File: src/design/pkc_pkg.sv
// ---------------------------------------------------------------------------
// pkc_pkg
// Widths, operation codes and shared types of the kinematics converter.
// ---------------------------------------------------------------------------
`timescale 1ns / 1ps

package pkc_pkg;

  // Value format: signed fixed point with VW total and FB fraction bits.
  localparam int VW     = 48;
  localparam int FB     = 24;
  localparam int HALF   = VW / 2;
  localparam int AMU_W  = 25;
  localparam int A_W    = 8;
  localparam int Z_W    = 8;
  localparam int OP_W   = 3;

  // Derived datapath widths.
  localparam int MW      = AMU_W + A_W;           // particle mass
  localparam int ZXW     = VW + Z_W;              // |Z| * |x|
  localparam int KW      = VW + A_W;              // x * A
  localparam int XXW     = 2 * VW;                // x squared
  localparam int KPW     = VW - 1 + HALF;         // partial products of k*(k+2M)
  localparam int SQIN_W  = XXW + 1;               // widest square root argument
  localparam int SQ_CELLS = (SQIN_W + 1) / 2;     // one root bit per cell
  localparam int SQA_W   = 2 * SQ_CELLS;
  localparam int RTW     = SQ_CELLS;
  localparam int SRW     = RTW + 3;
  localparam int ZH      = ZXW / 2;
  localparam int SW5     = FB + 1;                // root width when beta is valid
  localparam int NW      = ZXW + SW5;             // widest dividend
  localparam int DW      = RTW;                   // widest divisor
  localparam int QW      = VW;                    // quotient bits worked out
  localparam int RW      = DW + 1;

  localparam logic [AMU_W-1:0] AMU_RESET = AMU_W'(15627876);
  localparam logic [VW-1:0]    VMAX      = {1'b0, {(VW - 1){1'b1}}};
  localparam logic [VW-1:0]    VMIN_MAG  = {1'b1, {(VW - 1){1'b0}}};

  // Register index of the atomic mass unit energy.
  localparam logic CFG_AMU = 1'b0;

  // Operation codes.
  localparam logic [OP_W-1:0] OP_R2P  = 3'd0;
  localparam logic [OP_W-1:0] OP_P2B  = 3'd1;
  localparam logic [OP_W-1:0] OP_B2P  = 3'd2;
  localparam logic [OP_W-1:0] OP_P2E  = 3'd3;
  localparam logic [OP_W-1:0] OP_E2P  = 3'd4;
  localparam logic [OP_W-1:0] OP_MASS = 3'd5;

  // Item data that travels beside the square root chain.
  typedef struct packed {
    logic [OP_W-1:0] op;
    logic            bad;
    logic [VW-1:0]   xmag;
    logic            xneg;
    logic [FB-1:0]   bmag;
    logic [A_W-1:0]  a;
    logic [MW-1:0]   m;
    logic [ZXW-1:0]  zx;
    logic            ksat;
  } sq_side_t;

  // Item flags that travel beside the divider chain.
  typedef struct packed {
    logic bad;
    logic neg;
    logic ksat;
    logic ovf;
  } dv_side_t;

endpackage

File: src/design/pkc_sqrt_cell.sv
// ---------------------------------------------------------------------------
// pkc_sqrt_cell
// One cell of the square root chain: settles one root bit per cell.
// ---------------------------------------------------------------------------
`timescale 1ns / 1ps

module pkc_sqrt_cell import pkc_pkg::*; (
  input  logic             clk_i,
  input  logic             rst_ni,
  input  logic             en_i,
  input  logic             vld_i,
  input  logic [SQA_W-1:0] arg_i,
  input  logic [RTW-1:0]   root_i,
  input  logic [SRW-1:0]   rem_i,
  input  sq_side_t         side_i,
  output logic             vld_o,
  output logic [SQA_W-1:0] arg_o,
  output logic [RTW-1:0]   root_o,
  output logic [SRW-1:0]   rem_o,
  output sq_side_t         side_o
);

  logic [SRW-1:0] rem_sh, trial, rem_d;
  logic [RTW-1:0] root_d;
  logic           ge;

  // Bring down two argument bits and try the next root bit.
  always_comb begin
    rem_sh = {rem_i[SRW-3:0], arg_i[SQA_W-1 -: 2]};
    trial  = SRW'({root_i, 2'b01});
    ge     = rem_sh >= trial;
    rem_d  = ge ? (rem_sh - trial) : rem_sh;
    root_d = {root_i[RTW-2:0], ge};
  end

  always_ff @(posedge clk_i or negedge rst_ni) begin
    if (!rst_ni) begin
      vld_o <= 1'b0;
    end else if (en_i) begin
      vld_o <= vld_i;
    end
  end

  always_ff @(posedge clk_i) begin
    if (en_i) begin
      arg_o  <= {arg_i[SQA_W-3:0], 2'b00};
      root_o <= root_d;
      rem_o  <= rem_d;
      side_o <= side_i;
    end
  end

endmodule

File: config.mk
export PLATFORM = sky130hd
export DESIGN_NAME = pkc_sqrt_cell
export DESIGN_NICKNAME = d
export VERILOG_FILES = /design/src/design/pkc_pkg.sv /design/src/design/pkc_sqrt_cell.sv
export SDC_FILE = /design/constraint.sdc
export NUM_CORES = 1
export LEC_CHECK = 0
export BUFFER_PORTS_ARGS = -buffer_cell sky130_fd_sc_hd__buf_2
export CAP_MARGIN = 20
export CELL_PAD_IN_SITES_DETAIL_PLACEMENT = 0
export CELL_PAD_IN_SITES_GLOBAL_PLACEMENT = 2
export CORE_AREA = 2 2 289 291
export CTS_CLUSTER_SIZE = 28
export DETAILED_ROUTE_END_ITERATION = 6
export DIE_AREA = 0 0 291 293
export GPL_ROUTABILITY_DRIVEN = 0
export HOLD_SLACK_MARGIN = 0.03
export PLACE_DENSITY_LB_ADDON = 0.1
export RECOVER_POWER = 50
export SYNTH_ARGS = -nofsm -noshare
export SYNTH_HDL_FRONTEND = slang
export SYNTH_SLANG_ARGS = --single-unit
File: constraint.sdc
create_clock -name clk_i -period 1.2 [get_ports clk_i]
set_input_delay 0.12 -clock clk_i [delete_from_list [all_inputs] [get_ports clk_i]]
set_output_delay 0.12 -clock clk_i [all_outputs]
set_load 0.01 [all_outputs]
# == Word-level counts from Yosys, hierarchy flattened ==
# Index checks and enable logic that the tools add are counted.
# Widths: inputs -> output; s select.
# totals
out_inout_bits,375
register_bits,373
wordCells,16
in_bits,378
# classes
addsub,1
muxes,1
n_lt_le_gt_ge,1
# ops
op,count
$ge 52x51->1,1
$mux 52,1
$sub 52x51->52,1

# == Longest topological paths before layout ==
# depth
word_depth,2
mapped_depth,15
mapped_depth_nobuf,12

# == Least setup slack after synthesis ==
# No wires, ideal clock.
# synth_timing
kind,input port to flip-flop
start,in root_i[27]
end,reg rem_o[26] (data pin)
t_required_ns,0.940
stages,11
arrival_ns,2.653
setup_slack_ns,-1.713
n_path_buf,1
setup_ns,0.260
cell_sequence,inv_1 > ha_1 > a21o_1 > a21o_1 > a21o_1 > or4_1 > o21ai_2 > nand2_1 > a311oi_4 > buf_6 > mux2_2
# synth_between
elab_chain_len,2
# synth_lines
element,line,rtl
"start, declared",pkc_sqrt_cell.sv:13,"input logic [RTW-1:0] root_i,"
$ge 52x51->1,pkc_sqrt_cell.sv:31,ge = rem_sh >= trial;
$mux 52,pkc_sqrt_cell.sv:32,rem_d = ge ? (rem_sh - trial) : rem_sh;
via rem_d[26],pkc_sqrt_cell.sv:23,"logic [SRW-1:0] rem_sh, trial, rem_d;"
"end signal, assigned",pkc_sqrt_cell.sv:48,rem_o <= rem_d;
"end, declared",pkc_sqrt_cell.sv:19,"output logic [SRW-1:0] rem_o,"
# The timed path passes the listed nets, and every way through them passes these cells.
# A chain may end at the register's enable or synchronous reset.

# == Final worst setup path ==
# layout_timing
start,in root_i[26]
end,reg rem_o[26] (data pin)
# The elaborated chain is that of the path after synthesis.

==> out/qor.yml <==
timing:
  rsz0062_at_grt: "yes"
  maxSlewViolCount: 0
  finalCritPeriodShare_pct: 200
  timing.hold.ws_ns: 0.0997
  max_freq_mhz: 418
  finalSetupViolCount: 636
  final_hold_viol_count: 0
  max_slew.worst_pin.slew_ns: 0.516
  tns_ns: -91.42
  final_period_minus_worst_setup_slack_ns: 2.39
  timing.max_slew.rel_slack_pct: 65.6
  setup_ws_ns: -1.19
  skew_ns: 0
critical_path:
  end_kind: "flop"
  timing.reg2reg.setup_slack_ns: 0.46
  worst_r2r_startpoint: "vld_o"
  critical_path.reg2reg.endpoint: "vld_o"
  critPathKind: "input port to flop"
  crit_path_start_kind: "input port"
  cp_cell_sequence: "buf_2 > inv_1 > ha_1 > a21o_1 > a21o_1 > a21o_1 > or4_4 > o21ai_4 > nand2_2 > a311oi_4 > buf_6 > buf_12 > mux2_4"
  crit_path_frequent_cell: "sky130_fd_sc_hd__a21o_1"
  critical_path_peak_fanout: 4
  cp.arrival_ns: 2.74
  critical_path.max_stage_delay_ns: 0.50
  worst_path_max_delay_cell: "sky130_fd_sc_hd__or4_4"
  cp_data_required_time_ns: 1.54
  r2r_worst_path_depth: 1
clock_network:
  root_buffer_cell: "sky130_fd_sc_hd__clkbuf_16"
  clock_sinks: 373
  clock_path_buffers: 3
  clk_latency_ns: 0.60
  cts_buffers: 48
  cts-htree-levels: 2
  tritoncts_clock_tree: "done"
  worst_setup_hold_path_clk_slew_ns: 0.06
power:
  net-switching-power_mw: 10.9
  power.density_cell_area_nw_per_um2: 1350
  power.internal_mw: 29.2
  power_frac_clock_pct: 36.2
  peakVddDrop_mv: 1.10
  leakage_nw: 12.6
  seq_power_share_pct: 40.3
  power_switching_share_pct: 27.1
  post-layout-total-power_mw: 40.1
  combPwrFrac_pct: 23.5
routing:
  drt_first_pass_iters: 4
  via_count: 14160
  post_drt_wl_per_cell_um: 23.3
  antenna_left: 0
  drtIter0Drc: 633
  total_routed_wirelength_um: 82500
  route.detailed.vias_per_inst: 4.00
  drc_errors: 0
logic_synthesis:
  fraction_of_synthesized_cell_area_taken_by_the_top_area_cell_type_pct: 75.1
  ys_ff_latch: 373
  synth.yosys.warnings: 0
  synth_adder_area_share_pct: 4.29
  netlist_top_cells_count: "sky130_fd_sc_hd__edfxtp_1, sky130_fd_sc_hd__nand2_1, sky130_fd_sc_hd__o21ai_0"
  ys_types: 57
  synth_sequential_area_ratio_pct: 75.3
  synth-xor-area-share_pct: 2.94
  synth_top_area_cell: "sky130_fd_sc_hd__edfxtp_1"
  synthSimpleGateAreaFrac_pct: 6.36
  synth_enable_flop_cells: 372
  synth_most_common_cell: "sky130_fd_sc_hd__edfxtp_1"
  synth_cells: 984
  synth_compound_gate_area_share_pct: 8.25
  mux_share_of_post_synthesis_cell_area_pct: 0.303
  most_frequently_used_flop_master_after_synthesis: "sky130_fd_sc_hd__edfxtp_1"
  dominant_combinational_cell_family_by_area_after_synthesis: "compound AO/OA/AOI/OAI gates"
  syn-mean-instance-area_um2: 15.1
  netlist_area_um2: 14900
  synth.area.top_cells: "sky130_fd_sc_hd__edfxtp_1, sky130_fd_sc_hd__ha_1, sky130_fd_sc_hd__o21ai_0, sky130_fd_sc_hd__nand2_1, sky130_fd_sc_hd__a21oi_1"
  synth_async_sr_flop_share_pct: 0.268
final_layout:
  post_route_cells_drive_above_1_share_pct: 51.5
  fin_area_um2: 29600
  design.final.nets: 2860
  layout.cells.non_filler: 3543
  area_growth_syn_to_layout_pct: 99.2
  share_of_the_core_filled_with_cells_pct: 36.2
placed_design:
  port_buffers: 748
  numPlacedInstances: 3043
  dpl.hpwl_um: 65800
  preCtsSetupSlack_ns: -2.19
  placed_cell_area_um2: 22300
floorplan:
  number_of_placed_i_o_pins: 753
  floorplan.rows: 105
  die_x_um: 291
  floorplan.core_area_um2: 81800
  start_util_pct: 18.2
  floorplan.die_area_um2: 85300
  die-height_um: 293
hold_path:
  worst_hold_startpoint: "arg_i[96]"
  worst_hold_path.endpoint: "rem_o[1]"
  worstHoldPathType: "input port to flop"
  hold_path_depth: 4
grt:
  leftover_overflow_at_the_end_of_global_routing: 0
  initial_antenna_violation_count: 24
  global_route.usage.total_pct: 18.8
  maximum_number_of_pins_on_one_net_before_global_route_repair: 32
  grt_pass1_vias: 15233
  grt_pass1_wl_um: 114000
flow_run:
  cap_violations: 0
outcome:
  violations: "setup timing"
  outcome: "complete, but fails checks"
==> final cells by class <==
class                           count  area, um^2
Timing Repair Buffer             1428       10900
Clock buffer                       62        1290
Inverter                           64         263
Fill cell                        8305       52200
Sequential cell                   373       11200
Tap cell                         1070        1340
Multi-Input combinational cell    516        4370
Antenna cell                        9        22.5
Clock inverter                     21         254
==> power groups by stage <==
stage / combinational (mW) / clock [mW] / sequential [mW]
after floorplan: 1.75 / 0 / 17.0
after global placement: 7.01 / 0 / 16.3
after detailed placement: 6.96 / 0 / 16.3
after CTS: 9.45 / 15.1 / 16.2
after global routing: 10.1 / 15.6 / 16.3
final: 9.40 / 14.5 / 16.2
==> cells in the final DEF (no fill, tap or decap), types with 28 or more instances in the layout <==
cell / netlist / final
sky130_fd_sc_hd__nor2_1: 31 / 28
sky130_fd_sc_hd__inv_1: 64 / 46
sky130_fd_sc_hd__clkbuf_16: 0 / 49
sky130_fd_sc_hd__dlygate4sd3_1: 0 / 375
sky130_fd_sc_hd__buf_4: 3 / 247
sky130_fd_sc_hd__clkbuf_1: 24 / 49
sky130_fd_sc_hd__buf_6: 1 / 120
sky130_fd_sc_hd__a21oi_1: 60 / 42
sky130_fd_sc_hd__buf_2: 4 / 603
sky130_fd_sc_hd__edfxtp_1: 372 / 372
sky130_fd_sc_hd__nand2_1: 101 / 74
sky130_fd_sc_hd__o21ai_2: 1 / 50
==> sequential cells by signal, summed over array words and instances, names as in the netlist <==
| signal | cells |
|---|---|
| arg_o | 96 |
| rem_o | 52 |
| root_o | 49 |
| side_o | 175 |
| vld_o | 1 |
==> worst max-delay path by stage <==
| stage | start | end | slack, ns |
|---|---|---|---|
| CTS | root_i[6] | rem_o[51] | -1.31 |
| floorplan | rem_i[21] | rem_o[26] | -1.60 |
| finish | root_i[26] | rem_o[26] | -1.19 |
| detailed placement | root_i[6] | rem_o[43] | -2.19 |
| global route | root_i[21] | rem_o[26] | -1.29 |
| global placement | root_i[6] | rem_o[43] | -2.19 |
==> critical path: cells and delay by family <==
| kind | cells | cell delay [ns] |
|---|---|---|
| fa+ha+maj | 1 | 0.21 |
| simple gates | 2 | 0.59 |
| buf+inv | 4 | 0.47 |
| mux | 1 | 0.29 |
| compound gates | 5 | 1.04 |
==> kinds of logic (layout without fill, tap and decap cells) <==
| family | count (synthesis) | count (layout) |
|---|---|---|
| muxes | 4 | 4 |
| and+or+nand+nor | 206 | 206 |
| AOI/OAI and AO/OA | 203 | 203 |
| buffers and inverters | 96 | 1575 |
| adders and majority gates | 51 | 51 |
| other | 1 | 11 |
| xor gates and xnor gates | 50 | 50 |
| DFF | 373 | 373 |
==> timing repair <==
item | in CTS | in global routing
hold endpoints to repair | 393 | 0
hold buffers | 375 | 0
setup buffers | 24 | 6
pin swaps | 99 | 32
setup endpoints to repair | 426 | 426
cloned | 9 | 0
gates resized for setup | 427 | 77
==> layer usage <==
metal / routed length, um / track usage [%] / vias up
met1: 34000 / 22.9 / 6931
met5: 85 / 0 / -
met4: 2690 / 5.89 / 12
met3: 7900 / 7.83 / 107
li1: - / - / 6599
met2: 37900 / 30.2 / 511
No activity file was read; power rests on OpenSTA's default activity.
